File: src/rtl/fps_pkg.sv
// fps_pkg: widths, register indexes, mode codes and shared structs for the
// frame pacer with skip. No dependencies; every rtl file imports it.
package fps_pkg;

    // Field and state widths
    localparam int TIME_W     = 32;
    localparam int PERIOD_W   = 20;
    localparam int SKIP_W     = 3;
    localparam int MAX_SKIP   = 4;
    localparam int Q_W        = SKIP_W + 1;    // saturating quotient, holds up to 2*MAX_SKIP+1
    localparam int CNT_W      = $clog2(TIME_W);
    localparam int SPEED_W    = 2;
    localparam int MODE_W     = 2;
    localparam int CFG_IDX_W  = 2;
    localparam int CFG_DATA_W = PERIOD_W;

    // Configuration register indexes
    localparam logic [CFG_IDX_W-1:0] REG_PERIOD     = 2'd0;
    localparam logic [CFG_IDX_W-1:0] REG_SKIP_MODE  = 2'd1;
    localparam logic [CFG_IDX_W-1:0] REG_INTERLACED = 2'd2;

    localparam logic [PERIOD_W-1:0] PERIOD_RESET = PERIOD_W'(16);

    // Speed codes (unused code acts as normal)
    localparam logic [SPEED_W-1:0] SPD_SLOW = 2'd1;
    localparam logic [SPEED_W-1:0] SPD_FAST = 2'd2;

    // Skip mode codes (unused code acts as half mode)
    localparam logic [MODE_W-1:0] SKIP_OFF = 2'd0;
    localparam logic [MODE_W-1:0] SKIP_STD = 2'd1;

    // End-of-pass flags from the serial timing unit
    typedef struct packed {
        logic late_path;    // elapsed beyond budget, or timer wrapped
        logic wrapped;      // now below reference
        logic over_period;  // lateness above one period
        logic end_wrap;     // wait end ran past the wrap point
    } fps_time_flags_t;

    // Threshold selection for the skip unit
    typedef struct packed {
        logic std_mode;
        logic interlaced;
    } fps_skip_sel_t;

    // Threshold compare results from the skip unit
    typedef struct packed {
        logic ge;
        logic gt;
    } fps_cmp_flags_t;

endpackage

File: src/rtl/frame_pacer_with_skip.sv
// frame_pacer_with_skip: top level. Sequencer, pacing state, configuration
// registers and output register; uses fps_pkg, fps_time_unit, fps_skip_unit.
//
// One item per frame-end event, one result per item. A reference reset or a
// fast-mode item met while skipping goes from acceptance straight to the finish
// state; any other item first passes through the skip decision state.
// A limited or slow-mode item adds one pass of the serial timing unit
// (32 shifts and a done strobe), and a skip evaluation adds one pass of
// the bit-serial divider; both serial passes run over the 32-bit timer word.
// The next item is accepted while a result waits in the output register; a
// finished result waits for that register to free.
// Configuration is taken at any time on its own channel and must only be
// written while no item is in flight.
module frame_pacer_with_skip (
    input  logic                            aclk,
    input  logic                            aresetn,
    // configuration
    input  logic                            cfg_valid,
    output logic                            cfg_ready,
    input  logic [fps_pkg::CFG_IDX_W-1:0]   cfg_index,
    input  logic [fps_pkg::CFG_DATA_W-1:0]  cfg_data,
    // input items
    input  logic                            s_valid,
    output logic                            s_ready,
    input  logic [fps_pkg::TIME_W-1:0]      s_now_ticks,
    input  logic                            s_limited,
    input  logic [fps_pkg::SPEED_W-1:0]     s_speed,
    input  logic                            s_odd_field,
    // result items
    output logic                            m_valid,
    input  logic                            m_ready,
    output logic [fps_pkg::TIME_W-1:0]      m_release_time,
    output logic                            m_must_wait,
    output logic [fps_pkg::SKIP_W-1:0]      m_periods_to_skip,
    output logic [fps_pkg::TIME_W-1:0]      m_lateness
);
    import fps_pkg::*;

    typedef enum logic [4:0] {
        ST_IDLE = 5'b00001,
        ST_TIME = 5'b00010,
        ST_DEC  = 5'b00100,
        ST_EVAL = 5'b01000,
        ST_FIN  = 5'b10000
    } fps_state_t;

    fps_state_t state_reg;

    // configuration
    logic [PERIOD_W-1:0] period_reg;
    logic [MODE_W-1:0]   skip_mode_reg;
    logic                interlaced_reg;

    // pacing state
    logic [TIME_W-1:0] ref_time_reg, wait_budget_reg, late_amount_reg;
    logic [SKIP_W-1:0] skip_count_reg;
    logic [1:0]        fast_phase_reg;
    logic              reset_pending_reg;

    // per-item work registers
    logic [TIME_W-1:0] release_reg, lat_reg;
    logic              wait_reg, limited_reg, odd_reg;

    // output register
    logic              m_valid_reg, m_wait_reg;
    logic [TIME_W-1:0] m_release_reg, m_lat_reg;
    logic [SKIP_W-1:0] m_skip_reg;

    // unit connections
    logic              tu_start, tu_done;
    logic [TIME_W-1:0] tu_sum, tu_late, tu_pml, tu_end;
    fps_time_flags_t   tu_flags;
    logic              su_start, su_done;
    logic [Q_W-1:0]    su_quo;
    logic [PERIOD_W-1:0] su_rem;
    fps_skip_sel_t     su_sel;
    fps_cmp_flags_t    su_cmp;

    logic              accept, is_fast, is_slow, fast_skipping, out_free, wait_end_wrap;
    logic [1:0]        phase_inc;
    logic [TIME_W-1:0] wait_end;
    logic [SKIP_W-1:0] skip_eval;
    logic [Q_W-1:0]    q_int, q_std;
    logic [PERIOD_W+4:0] rem20, per17;

    assign cfg_ready = 1'b1;
    assign s_ready   = (state_reg == ST_IDLE);
    assign accept    = s_valid && s_ready;
    assign out_free  = !m_valid_reg || m_ready;

    // item classification at acceptance
    always_comb begin
        is_fast = (s_speed == SPD_FAST);
        is_slow = (s_speed == SPD_SLOW);
        phase_inc = fast_phase_reg + 2'd1;
        fast_skipping = is_fast && (skip_count_reg != '0);
        tu_start = accept && !reset_pending_reg && !fast_skipping && (s_limited || is_slow);
        su_start = (state_reg == ST_DEC) && (skip_count_reg == '0)
                   && (skip_mode_reg != SKIP_OFF);
        su_sel.std_mode   = (skip_mode_reg == SKIP_STD);
        su_sel.interlaced = interlaced_reg;
        wait_end_wrap = tu_flags.end_wrap;
        wait_end = wait_end_wrap ? '0 : tu_end;
    end

    // skip count from the divider result
    always_comb begin
        rem20 = ({5'b00000, su_rem} << 4) + ({5'b00000, su_rem} << 2);
        per17 = ({5'b00000, period_reg} << 4) + {5'b00000, period_reg};
        // interlaced: rounded up to even, capped
        if (su_quo > Q_W'(MAX_SKIP)) begin
            q_int = Q_W'(MAX_SKIP);
        end else if (su_quo[0]) begin
            q_int = su_quo + 1'b1;
        end else begin
            q_int = su_quo;
        end
        // progressive: quotient plus 0.15, floored, capped
        if (su_quo >= Q_W'(MAX_SKIP)) begin
            q_std = Q_W'(MAX_SKIP - 1);
        end else begin
            q_std = (rem20 >= per17) ? su_quo + 1'b1 : su_quo;
            if (q_std >= Q_W'(MAX_SKIP)) begin
                q_std = Q_W'(MAX_SKIP - 1);
            end
        end
        skip_eval = skip_count_reg;
        if (su_sel.std_mode) begin
            if (su_cmp.ge) begin
                if (interlaced_reg) begin
                    if (!odd_reg) begin
                        skip_eval = q_int[SKIP_W-1:0];
                    end
                end else begin
                    skip_eval = q_std[SKIP_W-1:0];
                end
            end
        end else if (interlaced_reg) begin
            if (su_cmp.gt && !odd_reg) begin
                skip_eval = SKIP_W'(2);
            end
        end else if (su_cmp.gt) begin
            skip_eval = SKIP_W'(1);
        end
    end

    // sequencer, pacing state and configuration
    always_ff @(posedge aclk) begin
        if (!aresetn) begin
            state_reg         <= ST_IDLE;
            period_reg        <= PERIOD_RESET;
            skip_mode_reg     <= SKIP_OFF;
            interlaced_reg    <= 1'b0;
            ref_time_reg      <= '0;
            wait_budget_reg   <= '0;
            late_amount_reg   <= '0;
            skip_count_reg    <= '0;
            fast_phase_reg    <= '0;
            reset_pending_reg <= 1'b1;
            m_valid_reg       <= 1'b0;
        end else begin
            // output valid: set on finish, dropped when taken
            if ((state_reg == ST_FIN) && out_free) begin
                m_valid_reg <= 1'b1;
            end else if (m_valid_reg && m_ready) begin
                m_valid_reg <= 1'b0;
            end
            case (state_reg)
                ST_IDLE: begin
                    if (accept) begin
                        if (reset_pending_reg) begin
                            // take the reference, no wait
                            reset_pending_reg <= 1'b0;
                            ref_time_reg      <= s_now_ticks;
                            late_amount_reg   <= '0;
                            wait_budget_reg   <= '0;
                            state_reg         <= ST_FIN;
                        end else if (fast_skipping) begin
                            fast_phase_reg <= phase_inc;
                            skip_count_reg <= (phase_inc != 2'd0) ? SKIP_W'(1) : '0;
                            state_reg      <= ST_FIN;
                        end else begin
                            if (is_fast) begin
                                fast_phase_reg <= phase_inc;
                                skip_count_reg <= (phase_inc != 2'd0) ? SKIP_W'(2)
                                                                      : SKIP_W'(1);
                            end else if (is_slow) begin
                                skip_count_reg <= SKIP_W'(1);
                            end
                            state_reg <= (s_limited || is_slow) ? ST_TIME : ST_DEC;
                        end
                    end
                end
                ST_TIME: begin
                    if (tu_done) begin
                        if (limited_reg) begin
                            if (tu_flags.late_path) begin
                                // late: restart from now (release_reg holds now)
                                ref_time_reg    <= release_reg;
                                wait_budget_reg <= tu_flags.over_period ? '0 : tu_pml;
                                late_amount_reg <= (tu_flags.over_period && tu_flags.wrapped)
                                                   ? '0 : tu_late;
                            end else begin
                                // early: host resumes at the wait end
                                ref_time_reg    <= wait_end;
                                wait_budget_reg <= TIME_W'(period_reg);
                                late_amount_reg <= '0;
                            end
                        end else begin
                            wait_budget_reg <= tu_sum;
                        end
                        state_reg <= ST_DEC;
                    end
                end
                ST_DEC: begin
                    if (skip_count_reg != '0) begin
                        skip_count_reg <= skip_count_reg - 1'b1;
                        state_reg      <= ST_FIN;
                    end else if (skip_mode_reg != SKIP_OFF) begin
                        state_reg <= ST_EVAL;
                    end else begin
                        state_reg <= ST_FIN;
                    end
                end
                ST_EVAL: begin
                    if (su_done) begin
                        skip_count_reg  <= skip_eval;
                        late_amount_reg <= '0;
                        state_reg       <= ST_FIN;
                    end
                end
                ST_FIN: begin
                    if (out_free) begin
                        state_reg <= ST_IDLE;
                    end
                end
                default: begin
                    state_reg <= ST_IDLE;
                end
            endcase
            // register writes restart pacing
            if (cfg_valid && cfg_ready) begin
                case (cfg_index)
                    REG_PERIOD: begin
                        period_reg        <= cfg_data[PERIOD_W-1:0];
                        skip_count_reg    <= '0;
                        late_amount_reg   <= '0;
                        reset_pending_reg <= 1'b1;
                    end
                    REG_SKIP_MODE: begin
                        skip_mode_reg     <= cfg_data[MODE_W-1:0];
                        skip_count_reg    <= '0;
                        late_amount_reg   <= '0;
                        reset_pending_reg <= 1'b1;
                    end
                    REG_INTERLACED: begin
                        interlaced_reg    <= cfg_data[0];
                        skip_count_reg    <= '0;
                        late_amount_reg   <= '0;
                        reset_pending_reg <= 1'b1;
                    end
                    default: begin
                    end
                endcase
            end
        end
    end

    // per-item payload and output register
    always_ff @(posedge aclk) begin
        if (accept) begin
            release_reg <= s_now_ticks;
            wait_reg    <= 1'b0;
            limited_reg <= s_limited;
            odd_reg     <= s_odd_field;
            // results that finish without the serial passes
            lat_reg     <= (reset_pending_reg) ? '0 : late_amount_reg;
        end
        if ((state_reg == ST_TIME) && tu_done && limited_reg && !tu_flags.late_path) begin
            release_reg <= wait_end;
            wait_reg    <= 1'b1;
        end
        if (state_reg == ST_DEC) begin
            lat_reg <= late_amount_reg;
        end
        if ((state_reg == ST_FIN) && out_free) begin
            m_release_reg <= release_reg;
            m_wait_reg    <= wait_reg;
            m_skip_reg    <= skip_count_reg;
            m_lat_reg     <= lat_reg;
        end
    end

    fps_time_unit u_time (
        .aclk      (aclk),
        .aresetn   (aresetn),
        .start     (tu_start),
        .slow      (is_slow),
        .now_in    (s_now_ticks),
        .ref_in    (ref_time_reg),
        .budget_in (wait_budget_reg),
        .period_in (period_reg),
        .done      (tu_done),
        .sum_out   (tu_sum),
        .late_out  (tu_late),
        .pml_out   (tu_pml),
        .end_out   (tu_end),
        .flags     (tu_flags)
    );

    fps_skip_unit u_skip (
        .aclk      (aclk),
        .aresetn   (aresetn),
        .start     (su_start),
        .late_in   (late_amount_reg),
        .period_in (period_reg),
        .sel       (su_sel),
        .done      (su_done),
        .quo_out   (su_quo),
        .rem_out   (su_rem),
        .cmp       (su_cmp)
    );

    assign m_valid           = m_valid_reg;
    assign m_release_time    = m_release_reg;
    assign m_must_wait       = m_wait_reg;
    assign m_periods_to_skip = m_skip_reg;
    assign m_lateness        = m_lat_reg;

endmodule

File: src/rtl/fps_time_unit.sv
// fps_time_unit: LSB-first bit-serial pass over the timer values: budget
// update, elapsed time, lateness, remaining budget and wait end. Uses fps_pkg.
module fps_time_unit (
    input  logic                          aclk,
    input  logic                          aresetn,
    input  logic                          start,
    input  logic                          slow,
    input  logic [fps_pkg::TIME_W-1:0]    now_in,
    input  logic [fps_pkg::TIME_W-1:0]    ref_in,
    input  logic [fps_pkg::TIME_W-1:0]    budget_in,
    input  logic [fps_pkg::PERIOD_W-1:0]  period_in,
    output logic                          done,
    output logic [fps_pkg::TIME_W-1:0]    sum_out,
    output logic [fps_pkg::TIME_W-1:0]    late_out,
    output logic [fps_pkg::TIME_W-1:0]    pml_out,
    output logic [fps_pkg::TIME_W-1:0]    end_out,
    output fps_pkg::fps_time_flags_t      flags
);
    import fps_pkg::*;

    logic             busy_reg, done_reg, slow_reg;
    logic [CNT_W-1:0] cnt_reg;

    // operand shift registers, LSB out first
    logic [TIME_W-1:0] now_sh_reg, ref_sh_reg, bud_sh_reg, per_sh_reg;
    // result shift registers, filled from the MSB end
    logic [TIME_W-1:0] sum_sh_reg, late_sh_reg, pml_sh_reg, end_sh_reg;

    // carries, borrows and running compares
    logic c_sum_reg, br_e_reg, gt_e_reg, br_l_reg, gt_lp_reg, br_p_reg, c_end_reg;
    logic c_sum_next, br_e_next, gt_e_next, br_l_next, gt_lp_next, br_p_next, c_end_next;

    logic p, b0, n, r, b, e, l, d, s;

    // one bit of every quantity per cycle
    always_comb begin
        p = per_sh_reg[0];
        b0 = bud_sh_reg[0];
        n = now_sh_reg[0];
        r = ref_sh_reg[0];
        // budget plus period in slow mode
        b = slow_reg ? (b0 ^ p ^ c_sum_reg) : b0;
        c_sum_next = (b0 & p) | (b0 & c_sum_reg) | (p & c_sum_reg);
        // elapsed = now - ref
        e = n ^ r ^ br_e_reg;
        br_e_next = (~n & r) | (~(n ^ r) & br_e_reg);
        gt_e_next = (e & ~b) | (~(e ^ b) & gt_e_reg);
        // late = elapsed - budget
        l = e ^ b ^ br_l_reg;
        br_l_next = (~e & b) | (~(e ^ b) & br_l_reg);
        gt_lp_next = (l & ~p) | (~(l ^ p) & gt_lp_reg);
        // period - late
        d = p ^ l ^ br_p_reg;
        br_p_next = (~p & l) | (~(p ^ l) & br_p_reg);
        // ref + budget + 1
        s = r ^ b ^ c_end_reg;
        c_end_next = (r & b) | (r & c_end_reg) | (b & c_end_reg);
    end

    // pass control
    always_ff @(posedge aclk) begin
        if (!aresetn) begin
            busy_reg <= 1'b0;
            done_reg <= 1'b0;
            cnt_reg  <= '0;
        end else begin
            done_reg <= 1'b0;
            if (start) begin
                busy_reg <= 1'b1;
                cnt_reg  <= '0;
            end else if (busy_reg) begin
                cnt_reg <= cnt_reg + 1'b1;
                if (cnt_reg == CNT_W'(TIME_W - 1)) begin
                    busy_reg <= 1'b0;
                    done_reg <= 1'b1;
                end
            end
        end
    end

    // datapath shift registers
    always_ff @(posedge aclk) begin
        if (start) begin
            slow_reg   <= slow;
            now_sh_reg <= now_in;
            ref_sh_reg <= ref_in;
            bud_sh_reg <= budget_in;
            per_sh_reg <= TIME_W'(period_in);
            c_sum_reg  <= 1'b0;
            br_e_reg   <= 1'b0;
            gt_e_reg   <= 1'b0;
            br_l_reg   <= 1'b0;
            gt_lp_reg  <= 1'b0;
            br_p_reg   <= 1'b0;
            c_end_reg  <= 1'b1;
        end else if (busy_reg) begin
            now_sh_reg  <= now_sh_reg >> 1;
            ref_sh_reg  <= ref_sh_reg >> 1;
            bud_sh_reg  <= bud_sh_reg >> 1;
            per_sh_reg  <= per_sh_reg >> 1;
            sum_sh_reg  <= {b, sum_sh_reg[TIME_W-1:1]};
            late_sh_reg <= {l, late_sh_reg[TIME_W-1:1]};
            pml_sh_reg  <= {d, pml_sh_reg[TIME_W-1:1]};
            end_sh_reg  <= {s, end_sh_reg[TIME_W-1:1]};
            c_sum_reg   <= c_sum_next;
            br_e_reg    <= br_e_next;
            gt_e_reg    <= gt_e_next;
            br_l_reg    <= br_l_next;
            gt_lp_reg   <= gt_lp_next;
            br_p_reg    <= br_p_next;
            c_end_reg   <= c_end_next;
        end
    end

    assign done     = done_reg;
    assign sum_out  = sum_sh_reg;
    assign late_out = late_sh_reg;
    assign pml_out  = pml_sh_reg;
    assign end_out  = end_sh_reg;

    always_comb begin
        flags.late_path   = gt_e_reg | br_e_reg;
        flags.wrapped     = br_e_reg;
        flags.over_period = gt_lp_reg;
        flags.end_wrap    = c_end_reg;
    end

endmodule

File: src/rtl/fps_skip_unit.sv
// fps_skip_unit: MSB-first bit-serial restoring divide of lateness by period
// with a saturating quotient, plus a serial threshold compare. Uses fps_pkg.
module fps_skip_unit (
    input  logic                          aclk,
    input  logic                          aresetn,
    input  logic                          start,
    input  logic [fps_pkg::TIME_W-1:0]    late_in,
    input  logic [fps_pkg::PERIOD_W-1:0]  period_in,
    input  fps_pkg::fps_skip_sel_t        sel,
    output logic                          done,
    output logic [fps_pkg::Q_W-1:0]       quo_out,
    output logic [fps_pkg::PERIOD_W-1:0]  rem_out,
    output fps_pkg::fps_cmp_flags_t       cmp
);
    import fps_pkg::*;

    logic             busy_reg, done_reg;
    logic [CNT_W-1:0] cnt_reg;

    logic [TIME_W-1:0]   div_sh_reg, thr_sh_reg;
    logic [PERIOD_W-1:0] rem_reg, rem_next;
    logic [Q_W-1:0]      quo_reg, quo_next;
    logic                gt_reg, lt_reg;

    logic [PERIOD_W+2:0] to7;
    logic [PERIOD_W-1:0] timeout, thr;
    logic [PERIOD_W:0]   trial, per_ext, diff;
    logic                lb, tb, fits;

    // threshold: timeout is seven eighths of the period
    always_comb begin
        to7 = {period_in, 3'b000} - {3'b000, period_in};
        timeout = to7[PERIOD_W+2:3];
        if (sel.std_mode) begin
            thr = timeout;
        end else if (sel.interlaced) begin
            thr = timeout >> 3;
        end else begin
            thr = timeout >> 4;
        end
    end

    // one restoring step and one compare bit per cycle
    always_comb begin
        lb = div_sh_reg[TIME_W-1];
        tb = thr_sh_reg[TIME_W-1];
        trial = {rem_reg, lb};
        per_ext = {1'b0, period_in};
        diff = trial - per_ext;
        fits = (trial >= per_ext);
        rem_next = fits ? diff[PERIOD_W-1:0] : trial[PERIOD_W-1:0];
        // once above the cap the true quotient only grows, so hold it
        if (quo_reg > Q_W'(MAX_SKIP)) begin
            quo_next = quo_reg;
        end else begin
            quo_next = {quo_reg[Q_W-2:0], fits};
        end
    end

    // pass control
    always_ff @(posedge aclk) begin
        if (!aresetn) begin
            busy_reg <= 1'b0;
            done_reg <= 1'b0;
            cnt_reg  <= '0;
        end else begin
            done_reg <= 1'b0;
            if (start) begin
                busy_reg <= 1'b1;
                cnt_reg  <= '0;
            end else if (busy_reg) begin
                cnt_reg <= cnt_reg + 1'b1;
                if (cnt_reg == CNT_W'(TIME_W - 1)) begin
                    busy_reg <= 1'b0;
                    done_reg <= 1'b1;
                end
            end
        end
    end

    // datapath
    always_ff @(posedge aclk) begin
        if (start) begin
            div_sh_reg <= late_in;
            thr_sh_reg <= TIME_W'(thr);
            rem_reg    <= '0;
            quo_reg    <= '0;
            gt_reg     <= 1'b0;
            lt_reg     <= 1'b0;
        end else if (busy_reg) begin
            div_sh_reg <= div_sh_reg << 1;
            thr_sh_reg <= thr_sh_reg << 1;
            rem_reg    <= rem_next;
            quo_reg    <= quo_next;
            // first differing bit decides the compare
            if (!gt_reg && !lt_reg) begin
                gt_reg <= lb & ~tb;
                lt_reg <= ~lb & tb;
            end
        end
    end

    assign done    = done_reg;
    assign quo_out = quo_reg;
    assign rem_out = rem_reg;

    always_comb begin
        cmp.ge = ~lt_reg;
        cmp.gt = gt_reg;
    end

endmodule

File: config.mk
export PLATFORM = sky130hd
export DESIGN_NAME = frame_pacer_with_skip
export DESIGN_NICKNAME = d
export VERILOG_FILES = /design/src/rtl/fps_pkg.sv /design/src/rtl/frame_pacer_with_skip.sv /design/src/rtl/fps_time_unit.sv /design/src/rtl/fps_skip_unit.sv
export SDC_FILE = /design/constraint.sdc
export NUM_CORES = 1
export LEC_CHECK = 0
export BUFFER_PORTS_ARGS = -buffer_cell sky130_fd_sc_hd__buf_2
export CORE_MARGIN = 5
export CORE_UTILIZATION = 50
export DETAILED_ROUTE_END_ITERATION = 10
export PLACE_DENSITY = 0.79
export SLEW_MARGIN = 5
export SYNTH_ARGS = -nofsm -noshare
export SYNTH_HDL_FRONTEND = slang
export SYNTH_SLANG_ARGS = --single-unit
File: constraint.sdc
create_clock -name aclk -period 9.5 [get_ports aclk]
set_input_delay 1.9 -clock aclk [delete_from_list [all_inputs] [get_ports aclk]]
set_output_delay 1.9 -clock aclk [all_outputs]
set_load 0.02 [all_outputs]
==> reports/qor.yml, run 1 <==
detailed_routing:
  vias: 20100
  route.final.wire_length_um: 63900
  ant_nets: 0
  viasPerCell: 5.74
  drtIter0Drc: 1855
  first_pass_iters: 5
  post_drt_wl_per_cell_um: 18.3
  drcViolationCount: 0
yosys:
  synth_compound_area_share_pct: 12.7
  netlist.area_leader.share_pct: 44.9
  ys_seq_area_share_pct: 58.2
  async_flop_share_pct: 0
  synth_top_family_by_area: "simple AND/OR/NAND/NOR gates"
  synth-edff-count: 431
  synth_nets: 2774
  synthAdderAreaFrac_pct: 5.16
  syn-instance-count: 2597
  synth_warnings: 0
  synthDistinctLibCells: 77
  synthTopCellsByArea: "edfxtp_1 (45%), dfxtp_1 (13%), nand2_1 (5.3%)"
  synth-seq-cells: 622
  synth-xor-area-share_pct: 2.13
  syn_area_per_cell_um2: 11.1
  synth_simple_gate_area_share_pct: 13.5
  mappedNetlistArea_um2: 28800
  synthFlopType: "edfxtp_1"
  synth_mux_area_share_pct: 5.43
  yosysTopAreaCell: "edfxtp_1"
timing:
  fin_crit_ns: 4.81
  fmax_ghz: 0.208
  setup_viol_count_final: 0
  slew_headroom_pct: 20.7
  post-route-period-util_pct: 50.6
  rsz0062_at_grt: "no"
  finalHoldViolCount: 0
  timing.hold.ws_ns: 0.418
  tightest_slew_ns: 1.19
  slew_violations: 0
  finClkSkew_ns: 0.0737
  tns_ns: 0
clock_tree:
  cts_root_buf: "clkbuf_16"
  path_clk_slew_ns: 0.06
  cts.sinks: 622
  ctsResizeCount: 0
  cts_setup_buffers: 0
  h-tree-depth: 2
  holdBufCountCts: 0
  cts_tree: "done"
  cts_buffer_depth: 3
  numCtsBuffers: 59
  worstSkewPairLatency_ns: 0.66
floorplan:
  rows: 88
  pin_count: 134
  start_util_pct: 50.3
  die_w_um: 250
  coreArea_um2: 57400
  die_area_um2: 62600
  die_h_um: 250
final_layout:
  fillCellCount: 4626
  nets: 2855
  final_cell_mix: "edfxtp_1 (431), nand2_1 (408), a21oi_1 (200)"
  diodes: 0
  drive_gt1_share_pct: 14.2
  final_common_cell: "edfxtp_1"
  fin_cells: 3493
  syn_to_final_growth_pct: 11.2
global_route:
  grt_pass1_vias: 19500
  grtUsageTotal_pct: 19.5
  grt_max_degree: 97
  antenna_found_initial: 1
  grt_remaining_overflow: 0
  grt_pass1_wl_um: 102000
place:
  placedCellCount: 3382
  io_buffers: 132
  dp_hpwl_um: 41500
  gp_congestion: 0.922
power:
  powerDensity_nw_per_um2: 200
  p_leak_nw: 11.9
  ir_worst_vdd_uv: 159
job:
  drv_cap: 0
worst_setup_path:
  startpoint: "u_skip.rem_out[3]"
  end_kind: "register"
  cp-start-kind: "register"
  critPathRequiredTime_ns: 10.00
  criticalPathCategory: "register to register"
  crit_fanout: 6
  worstPathArrival_ns: 5.31
  worstReg2RegStart: "u_skip.rem_out[3]"
min_path:
  hp-start: "lat_reg[18]"
  hp-class: "register to register"
run_status:
  status: "finished clean"
-- through the flow --
stage | instance area, um^2 | setup WS, ns | utilization (%) | power (mW)
after floorplan | 28800 | 0.802 | - | 3.90
after global routing | 32100 | 4.18 | 55.9 | 6.68
after detailed placement | 30200 | 4.16 | 52.6 | 4.17
after CTS | 32100 | 4.73 | 55.9 | 6.44
final | 32100 | 4.69 | 55.9 | 6.40
after global placement | 30200 | 4.23 | 52.6 | 4.13
-- cells in the mapped netlist, drive strengths merged, types with 13 or more instances --
master	n
edfxtp	431
and2	43
mux2	115
inv	82
o21a	22
a22oi	37
a21oi	201
a21o	23
o211ai	13
o21ai	124
a221oi	15
nor2b	69
a21boi	23
nor3	19
mux2i	27
and3	16
clkbuf	112
buf	21
dfxtp	191
a211oi	38
nand3	20
nand2	410
ha	106
nand4	13
a31oi	19
nor3b	35
xor2	27
nor2	181
xnor2	43
-- critical path, cell delays in order (launching register included) --
cell and delay (ns):
dfxtp_1 0.37, ha_1 0.40, nand2_1 0.09, o211ai_1 0.28
a2bb2oi_1 0.39, a2bb2oi_1 0.22, a2111o_1 0.43, a31oi_1 0.24
o21ai_0 0.13, xnor2_1 0.16, ha_1 0.31, nand4_1 0.15
nor4_1 0.08, a21oi_1 0.12, nand2_1 0.07, nor3_1 0.78
mux2i_1 0.17, nor4_1 0.20, o22ai_1 0.11
-- layout make-up --
class,instances,area [um^2],share of cell area [%]
flip-flops and latches,622,16800,52.3
multi-input cells,1759,11300,35.3
clock buffers,84,1640,5.12
well taps,765,957,2.99
repair buffers,153,831,2.59
inverters,83,312,0.972
clock inverters,27,244,0.761
-- layer usage --
metal  wire length (um)  vias up  part of all wire (%)  global-route usage [%]
met3               4450      116                   7.0                    3.42
met2              30100      718                    47                    32.1
met1              27800     9708                    44                    27.0
li1                   -     9522                     -                       -
met5                 20        -                 0.031                       0
met4               1500        2                   2.4                    5.46
-- kinds of logic after synthesis --
family | Yosys count
AOI/OAI and AO/OA | 581
xor gates and xnor gates | 70
muxes | 142
buffers and inverters | 216
DFF | 622
and+or+nand+nor | 851
other | 1
adders and majority gates | 114
-- final timing paths --
check	end	slack (ns)	depth (start not counted)
hold reg to reg	m_lateness[18]	0.42	0
setup reg to reg	skip_count_reg[1]	4.69	18
hold / removal	m_lateness[18]	0.42	0
setup / recovery	skip_count_reg[1]	4.69	18
-- power by group --
| group | internal [mW] | switching [mW] |
|---|---|---|
| Combinational | 0.324 | 0.646 |
| Sequential | 3.07 | 0.0949 |
| Clock | 1.24 | 1.03 |
(Power assumes the default switching activity.)
==> inputs of run 2 (changes only) <==
Clock period 9.5 ns to 4.6 ns, I/O delays scaled along.
==> run 2 against run 1 <==
Clock power rose by 130%. Register-to-register slack worse by 4.4 ns. Combinational power rose by 110%. Largest power group unchanged.
==> reports/qor.yml, run 2 (synthesized netlist as in run 1, its figures left out) <==
detailed_routing:
  drtIter0Drc: 1640  # -12%
  drcViolationCount: 0  # unchanged
  ant_nets: 0  # unchanged
  post_drt_wl_per_cell_um: 18.4  # +0.73%
  vias: 20100  # +0.33%
  first_pass_iters: 6  # +1
  viasPerCell: 5.72  # -0.41%
  route.final.wire_length_um: 64800  # +1.5%
final_layout:
  multi_input_area_um2: 11300  # about the same
  drive_gt1_share_pct: 15.3  # +1.1 points
  final_cell_mix: "edfxtp_1 (431), nand2_1 (408), a21oi_1 (200)"
  nets: 2878  # +0.81%
  fin_area_um2: 32500  # +1.3%
  final_common_cell: "edfxtp_1"
  regArea_um2: 16800  # unchanged
  utilization_pct: 56.6  # +0.75 points
  syn_to_final_growth_pct: 12.7
  fillCellCount: 4631  # +0.11%
power:
  ir_worst_vdd_uv: 259  # +63%
  powerDensity_nw_per_um2: 423  # +110%
  p_leak_nw: 12.1  # +1.9%
  totalPowerFinal_mw: 13.7  # +110%
clock_tree:
  cts_buffer_depth: 3  # unchanged
  h-tree-depth: 3  # +1
  path_clk_slew_ns: 0.06  # about the same
  worstSkewPairLatency_ns: 0.61  # -0.05 ns
  cts_root_buf: "clkbuf_16"
  cts.sinks: 622  # unchanged
  holdBufCountCts: 0  # unchanged
  cts_tree: "done"
  numCtsBuffers: 66  # +12%
timing:
  finClkSkew_ns: 0.0286  # -0.0451 ns
  finalHoldViolCount: 0  # unchanged
  rsz0062_at_grt: "no"
  tightest_slew_ns: 1.25  # +0.0581 ns
  setup_viol_count_final: 0  # unchanged
  slew_headroom_pct: 16.8  # -3.9 points
  tns_ns: 0  # unchanged
  fmax_ghz: 0.231  # +11%
  post-route-period-util_pct: 94.1  # +43 points
  fin_crit_ns: 4.33  # -0.482 ns
  slew_violations: 0  # unchanged
min_path:
  hp-class: "register to register"
  whs_endpoint: "m_lateness[6]"
  hp-start: "lat_reg[6]"
  whs_path_depth: 0  # unchanged
floorplan:
  start_util_pct: 50.3  # unchanged
  die_w_um: 250  # unchanged
  pin_count: 134  # unchanged
  coreArea_um2: 57400  # unchanged
  rows: 88  # unchanged
  die_area_um2: 62600  # unchanged
  die_h_um: 250  # unchanged
place:
  placed_area_um2: 30300  # +0.52%
  dp_hpwl_um: 42300  # +2.1%
  gp_congestion: 0.905  # -1.8%
  io_buffers: 132  # unchanged
job:
  drv_cap: 0  # unchanged
worst_setup_path:
  reg2reg_depth: 20  # +2
  critPathRequiredTime_ns: 5.07  # -4.93 ns
  cp-start-kind: "register"
  reg2reg_slack_ns: 0.27  # -4.42 ns
  worstPathArrival_ns: 4.80  # -0.51 ns
  worstReg2RegStart: "period_reg[5]"
  r2r_end: "skip_count_reg[1]"
  criticalPathCategory: "register to register"
  crit_fanout: 7  # +1
  end_kind: "register"
global_route:
  grt_pass1_vias: 20000  # +2.3%
  grtUsageTotal_pct: 20.0  # +0.50 points
  grt_max_degree: 86  # -11%
  grt_pass1_wl_um: 104000  # +2.3%
  antenna_found_initial: 1  # unchanged
  grt_remaining_overflow: 0  # unchanged
run_status:
  status: "finished clean"
-- run 2: where the power goes --
| part | internal (mW) | switching (mW) | leakage (nW) |
|---|---|---|---|
| sequential | 6.33 | 0.185 | 5.51 |
| clock | 2.95 | 2.23 | 1.05 |
| combinational | 0.679 | 1.35 | 5.56 |
-- run 2: critical path: stages (launching register included) --
cell and delay, ns:
dfxtp_1 0.50, inv_1 0.20, fa_1 0.50, nor2b_1 0.15, o21a_1 0.14, o21ai_0 0.17, a211oi_2 0.32, nor3_1 0.10
o31ai_1 0.22, a21oi_1 0.14, nand3b_1 0.18, ha_1 0.29, nand4_1 0.17, nor4_1 0.31, a21oi_1 0.11, nand2_1 0.08
nor3_1 0.05, buf_4 0.16, mux2i_1 0.12, nor4_1 0.17, o22ai_1 0.12
-- run 2: worst max-delay path by stage --
stage | start | endpoint | slack (ns) | depth (start not counted)
2_1_floorplan | m_ready | m_lateness[0] | 0.02 | 2
3_3_place_gp | u_skip.rem_out[2] | skip_count_reg[0] | 0.42 | 21
3_5_place_dp | u_skip.rem_out[3] | skip_count_reg[1] | 0.30 | 19
4_1_cts | u_skip.rem_out[3] | skip_count_reg[0] | 0.26 | 19
5_1_grt | period_reg[5] | skip_count_reg[1] | 0.0006 | 20
6_report | period_reg[5] | skip_count_reg[1] | 0.27 | 20
-- run 2: per-layer routing --
metal	GRT usage (%)	part of all wire [%]	up-vias
li1	-	-	9563
met1	27.7	44	9745
met2	32.5	47	718
met3	3.82	7.3	104
met4	5.97	2.0	2
met5	0	0.017	-
-- run 2: cell type report --
class,instances,area share (%)
diodes,1,0.00770
clock buffers,99,5.94
clock inverters,21,0.659
inverters,83,0.959
multi-input cells,1759,34.8
flip-flops and latches,622,51.6
well taps,765,2.95
repair buffers,169,3.04
-- run 2: stage by stage --
step	hold WS, ns	std cells	worst slack [ns]
finish	0.418	3519	0.272
floorplan	0.400	2597	0.0214
detailed placement	0.405	3398	0.296
global route	0.422	3518	0.000633
global placement	0.404	3398	0.416
CTS	0.420	3518	0.262
-- run 2: timing repair --
action,4_1_cts,5_1_grt
buffers inserted,0,0
endpoints found under the setup margin,0,2
resized for setup,0,2
